$ cat config.mk
export PLATFORM = sky130hd
export DESIGN_NAME = i2c_eeprom_byte_master
export DESIGN_NICKNAME = d
export VERILOG_FILES = /design/src/rtl/core/i2ceb_pkg.sv /design/src/rtl/core/i2ceb_step.sv /design/src/rtl/core/i2c_eeprom_byte_master.sv
export VERILOG_INCLUDE_DIRS = /design/src /design/src/rtl/core
export SDC_FILE = /design/constraint.sdc
export NUM_CORES = 1
export LEC_CHECK = 0
export ABC_CLOCK_PERIOD_IN_PS = 4230
export BUFFER_PORTS_ARGS = -buffer_cell sky130_fd_sc_hd__buf_4
export CAP_MARGIN = 5
export CORE_ASPECT_RATIO = 1.1
export CORE_UTILIZATION = 50
export DETAILED_ROUTE_END_ITERATION = 7
export GPL_ROUTABILITY_DRIVEN = 0
export HOLD_SLACK_MARGIN = 0.05
export MAX_ROUTING_LAYER = met4
export PLACE_DENSITY = 0.72
export SKIP_CTS_REPAIR_TIMING = 1
export SYNTH_ARGS = -nofsm -noshare
export SYNTH_HDL_FRONTEND = slang
export SYNTH_SLANG_ARGS = --single-unit
$ cat constraint.sdc
create_clock -name clk -period 4.23 [get_ports clk]
set_input_delay 0.2115 -clock clk [delete_from_list [all_inputs] [get_ports clk]]
set_output_delay 0.2115 -clock clk [all_outputs]
set_load 0.01 [all_outputs]
$ cat src/rtl/core/i2c_eeprom_byte_master_defines.svh
// ----------------------------------------------------------------------------
// i2c eeprom byte master assertion macros
// concurrent checks that vanish when SYNTHESIS is defined
// ----------------------------------------------------------------------------
`ifndef I2C_EEPROM_BYTE_MASTER_DEFINES_SVH
`define I2C_EEPROM_BYTE_MASTER_DEFINES_SVH

`ifndef SYNTHESIS

// property must hold at every clock outside reset
`define I2CEB_ASSERT(lbl, prop) \
  lbl: assert property (@(posedge clk) disable iff (!rst_n) (prop)) \
    else $error("i2ceb check failed");

// consequent must hold in the clock after the antecedent
`define I2CEB_ASSERT_NEXT(lbl, ante, cons) \
  lbl: assert property (@(posedge clk) disable iff (!rst_n) (ante) |=> (cons)) \
    else $error("i2ceb check failed");

`else

`define I2CEB_ASSERT(lbl, prop)
`define I2CEB_ASSERT_NEXT(lbl, ante, cons)

`endif

`endif

$ cat src/rtl/core/i2ceb_pkg.sv
`timescale 1ns / 1ps
// ----------------------------------------------------------------------------
// i2ceb_pkg
// types, phase codes and script decode for the i2c eeprom byte master
// ----------------------------------------------------------------------------
package i2ceb_pkg;

  // bus phases
  localparam logic [3:0] PH_IDLE = 4'd0;
  localparam logic [3:0] PH_SA   = 4'd1;
  localparam logic [3:0] PH_SB   = 4'd2;
  localparam logic [3:0] PH_SC   = 4'd3;
  localparam logic [3:0] PH_SD   = 4'd4;
  localparam logic [3:0] PH_BLO  = 4'd5;
  localparam logic [3:0] PH_BHI  = 4'd6;
  localparam logic [3:0] PH_PA   = 4'd7;
  localparam logic [3:0] PH_PB   = 4'd8;
  localparam logic [3:0] PH_PC   = 4'd9;

  // script element kinds
  localparam logic [1:0] K_START = 2'd0;
  localparam logic [1:0] K_SEND  = 2'd1;
  localparam logic [1:0] K_RECV  = 2'd2;
  localparam logic [1:0] K_STOP  = 2'd3;

  // commands
  localparam logic [1:0] OP_NONE  = 2'd0;
  localparam logic [1:0] OP_WRITE = 2'd1;
  localparam logic [1:0] OP_READ  = 2'd2;
  localparam logic [1:0] OP_RESET = 2'd3;

  // status codes
  localparam logic [1:0] ST_OK       = 2'd0;
  localparam logic [1:0] ST_CTRL_NAK = 2'd1;
  localparam logic [1:0] ST_ADDR_NAK = 2'd2;
  localparam logic [1:0] ST_DATA_NAK = 2'd3;

  // configuration register indexes
  localparam logic CFG_RESET_BYTE  = 1'b0;
  localparam logic CFG_PHASE_TICKS = 1'b1;

  localparam logic [3:0] CTRL_HI   = 4'hA;
  localparam logic [3:0] BYTE_BITS = 4'd8;

  typedef struct packed {
    logic [3:0]  phase;
    logic [3:0]  bit_count;
    logic [7:0]  shift_byte;
    logic [2:0]  byte_step;
    logic [9:0]  wait_count;
    logic [10:0] held_address;
    logic [7:0]  held_data;
    logic [1:0]  held_command;
    logic [1:0]  last_status;
    logic [7:0]  last_read;
  } seq_state_t;

  typedef struct packed {
    logic       scl;
    logic       sda_out;
    logic       busy_res;
    logic       done_res;
    logic [1:0] status;
    logic [7:0] read_data;
  } tick_res_t;

  typedef struct packed {
    logic [1:0] kind;
    logic [7:0] tx_byte;
    logic [1:0] code;
  } elem_t;

  function automatic elem_t element(logic [1:0] cmd, logic [2:0] step,
                                    logic [10:0] addr, logic [7:0] data,
                                    logic [7:0] rst_byte);
    elem_t      e;
    logic [7:0] ctrl;
    ctrl = {CTRL_HI, addr[10:8], 1'b0};
    e    = '{kind: K_STOP, tx_byte: 8'd0, code: ST_OK};
    unique case (cmd)
      OP_WRITE: begin
        unique case (step)
          3'd0: e.kind = K_START;
          3'd1: e = '{kind: K_SEND, tx_byte: ctrl, code: ST_CTRL_NAK};
          3'd2: e = '{kind: K_SEND, tx_byte: addr[7:0], code: ST_ADDR_NAK};
          3'd3: e = '{kind: K_SEND, tx_byte: data, code: ST_DATA_NAK};
          default: e.kind = K_STOP;
        endcase
      end
      OP_READ: begin
        unique case (step)
          3'd0: e.kind = K_START;
          3'd1: e = '{kind: K_SEND, tx_byte: ctrl, code: ST_CTRL_NAK};
          3'd2: e = '{kind: K_SEND, tx_byte: addr[7:0], code: ST_ADDR_NAK};
          3'd3: e.kind = K_START;
          3'd4: e = '{kind: K_SEND, tx_byte: {ctrl[7:1], 1'b1}, code: ST_CTRL_NAK};
          3'd5: e.kind = K_RECV;
          default: e.kind = K_STOP;
        endcase
      end
      OP_RESET: begin
        unique case (step)
          3'd0: e.kind = K_START;
          3'd1: e = '{kind: K_SEND, tx_byte: rst_byte, code: ST_OK};
          3'd2: e.kind = K_START;
          default: e.kind = K_STOP;
        endcase
      end
      default: e.kind = K_STOP;
    endcase
    return e;
  endfunction

  // move the sequencer onto a script element
  function automatic seq_state_t enter_step(seq_state_t s, logic [2:0] step,
                                            logic [7:0] rst_byte);
    seq_state_t n;
    elem_t      e;
    n           = s;
    n.byte_step = step;
    e = element(s.held_command, step, s.held_address, s.held_data, rst_byte);
    unique case (e.kind)
      K_START: n.phase = PH_SA;
      K_STOP:  n.phase = PH_PA;
      default: begin
        n.phase      = PH_BLO;
        n.bit_count  = 4'd0;
        n.shift_byte = (e.kind == K_SEND) ? e.tx_byte : 8'd0;
      end
    endcase
    return n;
  endfunction

  function automatic logic [2:0] stop_step(logic [1:0] cmd);
    return (cmd == OP_WRITE) ? 3'd4 : ((cmd == OP_READ) ? 3'd6 : 3'd3);
  endfunction

endpackage

$ cat src/rtl/core/i2ceb_step.sv
`timescale 1ns / 1ps
// ----------------------------------------------------------------------------
// i2ceb_step
// next-state and line levels of the bus sequencer for one tick
// ----------------------------------------------------------------------------
module i2ceb_step (
  input  i2ceb_pkg::seq_state_t state_i,
  input  logic [1:0]            op_i,
  input  logic [10:0]           addr_i,
  input  logic [7:0]            data_i,
  input  logic                  sda_i,
  input  logic [7:0]            reset_byte_i,
  input  logic [9:0]            phase_ticks_i,
  output i2ceb_pkg::seq_state_t state_o,
  output i2ceb_pkg::tick_res_t  res_o
);

  i2ceb_pkg::seq_state_t s;
  i2ceb_pkg::elem_t      e;
  logic [9:0]            ticks;
  logic [10:0]           wait_inc;
  logic                  last_tick;
  logic                  scl;
  logic                  sda;
  logic                  busy;
  logic                  done;

  assign ticks = (phase_ticks_i == 10'd0) ? 10'd1 : phase_ticks_i;

  always_comb begin
    s    = state_i;
    scl  = 1'b1;
    sda  = 1'b1;
    busy = 1'b0;
    done = 1'b0;

    // a command starts only from idle and drives its first phase right away
    if (s.phase == i2ceb_pkg::PH_IDLE && op_i != i2ceb_pkg::OP_NONE) begin
      s.held_command = op_i;
      s.held_address = addr_i;
      s.held_data    = data_i;
      s.last_status  = i2ceb_pkg::ST_OK;
      s.wait_count   = 10'd0;
      s = i2ceb_pkg::enter_step(s, 3'd0, reset_byte_i);
    end

    e = i2ceb_pkg::element(s.held_command, s.byte_step, s.held_address,
                           s.held_data, reset_byte_i);
    wait_inc  = {1'b0, s.wait_count} + 11'd1;
    last_tick = (wait_inc >= {1'b0, ticks});

    if (s.phase != i2ceb_pkg::PH_IDLE) begin
      busy = 1'b1;
      unique case (s.phase)
        i2ceb_pkg::PH_SA: begin scl = 1'b0; sda = 1'b1; end
        i2ceb_pkg::PH_SB: begin scl = 1'b1; sda = 1'b1; end
        i2ceb_pkg::PH_SC: begin scl = 1'b1; sda = 1'b0; end
        i2ceb_pkg::PH_SD: begin scl = 1'b0; sda = 1'b0; end
        i2ceb_pkg::PH_BLO, i2ceb_pkg::PH_BHI: begin
          scl = (s.phase == i2ceb_pkg::PH_BHI);
          sda = (e.kind == i2ceb_pkg::K_SEND && s.bit_count < i2ceb_pkg::BYTE_BITS)
                ? s.shift_byte[7] : 1'b1;
        end
        i2ceb_pkg::PH_PA: begin scl = 1'b0; sda = 1'b0; end
        i2ceb_pkg::PH_PB: begin scl = 1'b1; sda = 1'b0; end
        default: begin scl = 1'b1; sda = 1'b1; end
      endcase

      if (!last_tick) begin
        s.wait_count = wait_inc[9:0];
      end else begin
        s.wait_count = 10'd0;
        unique case (s.phase)
          i2ceb_pkg::PH_SA:  s.phase = i2ceb_pkg::PH_SB;
          i2ceb_pkg::PH_SB:  s.phase = i2ceb_pkg::PH_SC;
          i2ceb_pkg::PH_SC:  s.phase = i2ceb_pkg::PH_SD;
          i2ceb_pkg::PH_SD:  s = i2ceb_pkg::enter_step(s, s.byte_step + 3'd1, reset_byte_i);
          i2ceb_pkg::PH_BLO: s.phase = i2ceb_pkg::PH_BHI;
          i2ceb_pkg::PH_BHI: begin
            // ninth bit samples the ack on a send, carries our nack on a receive
            if (s.bit_count < i2ceb_pkg::BYTE_BITS) begin
              s.shift_byte = {s.shift_byte[6:0],
                              (e.kind == i2ceb_pkg::K_RECV) ? sda_i : 1'b0};
              s.bit_count  = s.bit_count + 4'd1;
              s.phase      = i2ceb_pkg::PH_BLO;
            end else if (e.kind == i2ceb_pkg::K_SEND && sda_i &&
                         e.code != i2ceb_pkg::ST_OK) begin
              s.last_status = e.code;
              s = i2ceb_pkg::enter_step(s, i2ceb_pkg::stop_step(s.held_command),
                                        reset_byte_i);
            end else begin
              if (e.kind == i2ceb_pkg::K_RECV) begin
                s.last_read = s.shift_byte;
              end
              s = i2ceb_pkg::enter_step(s, s.byte_step + 3'd1, reset_byte_i);
            end
          end
          i2ceb_pkg::PH_PA:  s.phase = i2ceb_pkg::PH_PB;
          i2ceb_pkg::PH_PB:  s.phase = i2ceb_pkg::PH_PC;
          default: begin
            done        = 1'b1;
            s.phase     = i2ceb_pkg::PH_IDLE;
            s.byte_step = 3'd0;
            s.bit_count = 4'd0;
          end
        endcase
      end
    end
  end

  assign state_o = s;
  assign res_o   = '{scl: scl, sda_out: sda, busy_res: busy, done_res: done,
                     status: s.last_status, read_data: s.last_read};

endmodule

$ cat src/rtl/core/i2c_eeprom_byte_master.sv
`timescale 1ns / 1ps
// ----------------------------------------------------------------------------
// i2c_eeprom_byte_master
// tick-driven i2c master for byte write, random read and bus reset on an
// 11-bit-address serial eeprom
// ----------------------------------------------------------------------------
// usage:
//   each input item is one bus tick carrying the sampled sda level and, while
//   the sequencer is idle, an optional command (write, read, reset sequence).
//   every accepted item yields exactly one result item with the scl and sda
//   levels for that tick plus busy, done, status and the last read byte.
//   the result sits in the output register on the clock after its item is
//   taken. throughput is one item per clock while the output is not stalled,
//   set by the single sequencer update between the state and output registers.
//   when the receiver stalls, the output register holds its item and the
//   input channel stalls only while that full register is not being taken.
//   cfg writes (index 0 reset byte, index 1 phase ticks) are taken at once
//   and are meant to happen while no transaction runs.
//   reset leaves the sequencer idle, status and read data zero, the reset
//   byte at 0xff and the phase length at one tick.
// ----------------------------------------------------------------------------
`include "i2c_eeprom_byte_master_defines.svh"

module i2c_eeprom_byte_master (
  input  logic        clk,
  input  logic        rst_n,
  input  logic        in_valid,
  output logic        in_stall,
  input  logic [1:0]  in_operation,
  input  logic [10:0] in_mem_address,
  input  logic [7:0]  in_write_data,
  input  logic        in_sda_in,
  output logic        out_valid,
  input  logic        out_stall,
  output logic        out_scl,
  output logic        out_sda_out,
  output logic        out_busy_res,
  output logic        out_done_res,
  output logic [1:0]  out_status,
  output logic [7:0]  out_read_data,
  input  logic        cfg_wr_en,
  input  logic        cfg_index,
  input  logic [9:0]  cfg_wdata
);

  i2ceb_pkg::seq_state_t state_r;
  i2ceb_pkg::seq_state_t state_nxt;
  i2ceb_pkg::tick_res_t  res_nxt;
  i2ceb_pkg::tick_res_t  res_r;
  logic                  out_valid_r;
  logic [7:0]            reset_byte_r;
  logic [9:0]            phase_ticks_r;
  logic                  in_accept;

  assign in_stall  = out_valid_r && out_stall;
  assign in_accept = in_valid && !in_stall;

  i2ceb_step u_step (
    .state_i       (state_r),
    .op_i          (in_operation),
    .addr_i        (in_mem_address),
    .data_i        (in_write_data),
    .sda_i         (in_sda_in),
    .reset_byte_i  (reset_byte_r),
    .phase_ticks_i (phase_ticks_r),
    .state_o       (state_nxt),
    .res_o         (res_nxt)
  );

  always_ff @(posedge clk) begin
    if (!rst_n) begin
      reset_byte_r  <= 8'hFF;
      phase_ticks_r <= 10'd1;
    end else if (cfg_wr_en) begin
      unique case (cfg_index)
        i2ceb_pkg::CFG_RESET_BYTE:  reset_byte_r  <= cfg_wdata[7:0];
        i2ceb_pkg::CFG_PHASE_TICKS: phase_ticks_r <= cfg_wdata;
        default:                    phase_ticks_r <= cfg_wdata;
      endcase
    end
  end

  always_ff @(posedge clk) begin
    if (!rst_n) begin
      state_r     <= '0;
      out_valid_r <= 1'b0;
    end else begin
      if (in_accept) begin
        state_r <= state_nxt;
      end
      if (in_accept) begin
        out_valid_r <= 1'b1;
      end else if (!out_stall) begin
        out_valid_r <= 1'b0;
      end
    end
  end

  always_ff @(posedge clk) begin
    if (in_accept) begin
      res_r <= res_nxt;
    end
  end

  assign out_valid     = out_valid_r;
  assign out_scl       = res_r.scl;
  assign out_sda_out   = res_r.sda_out;
  assign out_busy_res  = res_r.busy_res;
  assign out_done_res  = res_r.done_res;
  assign out_status    = res_r.status;
  assign out_read_data = res_r.read_data;

  // a finishing tick is always a busy tick
  `I2CEB_ASSERT(a_done_busy, !(out_valid_r && res_r.done_res) || res_r.busy_res)

  // an idle sequencer never keeps a script position
  `I2CEB_ASSERT(a_idle_step, state_r.phase != i2ceb_pkg::PH_IDLE || state_r.byte_step == 3'd0)

  // a plain tick while idle leaves the sequencer idle and shows a released bus
  `I2CEB_ASSERT_NEXT(a_idle_tick, in_accept && state_r.phase == i2ceb_pkg::PH_IDLE && in_operation == i2ceb_pkg::OP_NONE, state_r.phase == i2ceb_pkg::PH_IDLE && res_r.scl && res_r.sda_out && !res_r.busy_res)

endmodule
==> flow_summary.yaml <==
status:
  status: "finished, final reports clean"
die:
  start_util_pct: 51.70
  die_x_um: 106.2
  dieArea_um2: 12380
  fp-row-count: 41
  core-area_um2: 11540
  fp.dieH_um: 116.6
  ios: 54
synth:
  synth_area_leader_cell: "dfxtp_1"
  syn-instance-count: 748
  synth_xor_area_share_pct: 1.908
  netlist_area_um2: 5967
  ys_ff_latch: 93
  yosysMostFrequentCell: "nand2_1"
  synth_area_per_cell_um2: 7.977
  synth_area_leaders: "dfxtp_1 (27%), nand2_1 (9.6%), edfxtp_1 (7.0%)"
  synth_edf_count: 14
  netlist.area_leader.share_pct: 26.50
  synth-compound-area-share_pct: 26.90
  synth_top_family_by_area: "compound AO/OA/AOI/OAI gates"
  synth_fa_ha_area_share_pct: 5.452
  async_reset_ff_share_pct: 0
  synth_cell_types: 73
  ys_seq_area_share_pct: 33.55
  synth_common_cells: "nand2_1 (152), dfxtp_1 (79), o21ai_0 (45)"
  synthMuxAreaShare_pct: 4.278
  yosysWarningCount: 0
  synth_nets: 812
  yosys_most_used_dff: "dfxtp_1"
  yosys.area_share.simple_pct: 23.11
placed_design:
  place_area_um2: 6619
  place_ws_ns: 0.08373
  dp_hpwl_um: 12820
  port_buffers: 53
  dp_cells: 931
finish:
  multi_input_area_um2: 3765
  area_growth_pct: 17.40
  nFillCells: 1020
  antenna_cells: 0
  regArea_um2: 2002
  utilization_pct: 60.69
  nets: 860
  drive_above_1_share_pct: 17.35
  final_cell_count_no_fill: 951
  final_cell_area_um2: 7005
hold_path:
  hold_end: "out_valid"
  hp-start: "in_valid"
  worstHoldPathType: "in2reg"
  min_path_cells: 2
power:
  internal_power_mw: 1.676
  p_per_area_nw_per_um2: 353.1
  peakVddDrop_mv: 0.1754
  p_sw_uw: 797.5
  power_mw: 2.474
  p_comb_share_pct: 27.0
  netSwitchingFraction_pct: 32.24
  leakage_nw: 2.716
  pwr-share-seq_pct: 38.7
  clockPowerShare_pct: 34.3
flow_run:
  max-cap-violations: 0
critical_path:
  r2r_slack_ns: 0.16
  crit_required_ns: 4.51
  critical_path.top_delay_family: "simple AND/OR/NAND/NOR gates"
  reg2reg_depth: 19
  crit_fanout: 8
  cp-end-kind: "flip-flop"
  cp_slowest_stage_delay_ns: 0.34
  arrival_ns: 4.34
  setup.worst_path.start_class: "flip-flop"
  crit_buf_inv: 2
  timing.critical_path.cells: "nor4_4 -> nand2_2 -> nand2_2 -> inv_1 -> ha_1 -> buf_4 -> nand2_1 -> o211ai_1 -> a211o_1 -> nand2_1 -> nand3_1 -> ha_4 -> nor2_1 -> and2_2 -> o2111ai_1 -> nor2_1 -> a22oi_1 -> a32o_1 -> a31oi_1"
  critPathKind: "reg2reg"
  slowest_stage: "dfxtp_1"
  rr_endpoint: "state_r[50]"
  r2r_start: "state_r[59]"
timing:
  finalCritPeriodShare_pct: 96.15
  drv_slew: 0
  skew_ns: 0.006390
  hold_viol_final: 0
  max_freq_mhz: 245.9
  hold_slack_ns: 0.08436
  setup_viol: 0
  worst_pin_slew_ns: 1.215
  slew-limit-headroom_pct: 18.69
  worst_slack_ns: 0.1628
  period_minus_slack_ns: 4.067
  fin_setup_tns_ns: 0
drt:
  firstDrtPassIters: 6
  vias_per_cell: 6.385
  drt-initial-drc-count: 749
  route.detailed.drc: 0
  antenna_left: 0
  wl_per_cell_um: 18.60
  wirelength_um: 17690
  vias: 6072
clocking:
  clockBufferDepth: 2
  cts_tree: "done"
  clockRootBuffer: "clkbuf_16"
  cts.sinks: 93
  clock_latency_ns: 0.35
  cts_buffers: 9
  clkTransAtPathRegs_ns: 0.07
  h-tree-depth: 3
grt:
  grt_max_degree: 88
  grt_overflow: 0
  track_usage_pct: 29.95
  grt_pass1_wl_um: 28120
  antenna_found_initial: 0
  grt_pass1_vias: 5609
==> worst max-delay path by stage <==
stage                          startpoint                to  slack (ns)  depth (start not counted)
after floorplan               state_r[59]       state_r[47]        0.05                         22
after global placement    in_operation[1]  out_read_data[2]        0.36                         16
final                         state_r[59]       state_r[50]        0.16                         19
after detailed placement  in_operation[1]       state_r[47]        0.08                         20
after global routing          state_r[59]       state_r[47]       -0.04                         19
after CTS                     state_r[59]       state_r[47]        0.05                         19
==> cells in the final DEF, fill, tap and decap left out, types with 12 or more instances in the layout <==
master      n
nand2_1   150
buf_4      84
dfxtp_1    79
o21ai_0    43
a21boi_0   37
nor2_1     35
nand3_1    31
a21oi_1    27
ha_1       25
inv_1      23
edfxtp_1   14
and3_1     12
mux2_2     12
mux2i_1    12
==> layout make-up <==
class | instances | share of cell area, %
sequential | 93 | 28.58
timing repair buffer | 85 | 9.287
clock buffer | 11 | 3.626
multi-input combinational | 583 | 53.74
clock inverter | 5 | 0.8037
inverter | 24 | 1.286
tap | 150 | 2.679
==> flip-flops by register name, indices dropped and copies added (netlist names) <==
| signal | flops |
|---|---|
| state_r | 60 |
| phase_ticks_r | 10 |
| out_read_data | 8 |
| reset_byte_r | 8 |
| out_status | 2 |
| out_busy_res | 1 |
| out_done_res | 1 |
| out_scl | 1 |
| out_sda_out | 1 |
| out_valid | 1 |
==> power groups by stage <==
stage	combinational (mW)	sequential, mW	clock [mW]
after global placement	0.611	0.975	0
after floorplan	0.409	0.975	0
after detailed placement	0.626	0.977	0
final	0.667	0.958	0.849
after CTS	0.631	0.957	0.859
after global routing	0.711	0.961	0.897
==> cell families (layout without fill, tap and decap cells) <==
logic type / Yosys count / after routing
adder cells (fa/ha/maj): 26 / 26
AO/OA/AOI/OAI: 225 / 225
buffers and inverters: 72 / 125
AND/OR/NAND/NOR: 295 / 295
flip-flops: 93 / 93
multiplexers: 24 / 24
XOR/XNOR: 13 / 13
==> metal layers <==
layer,GRT usage [%],part of all wire (%),wire (um),vias to the layer above
met3,6.808,9.0,1590,89
met5,-,0,0,-
met4,16.57,4.7,824,0
met1,34.30,39,6882,2831
met2,48.70,47,8391,339
li1,-,-,-,2813
No activity file was read; power rests on OpenSTA's default activity.
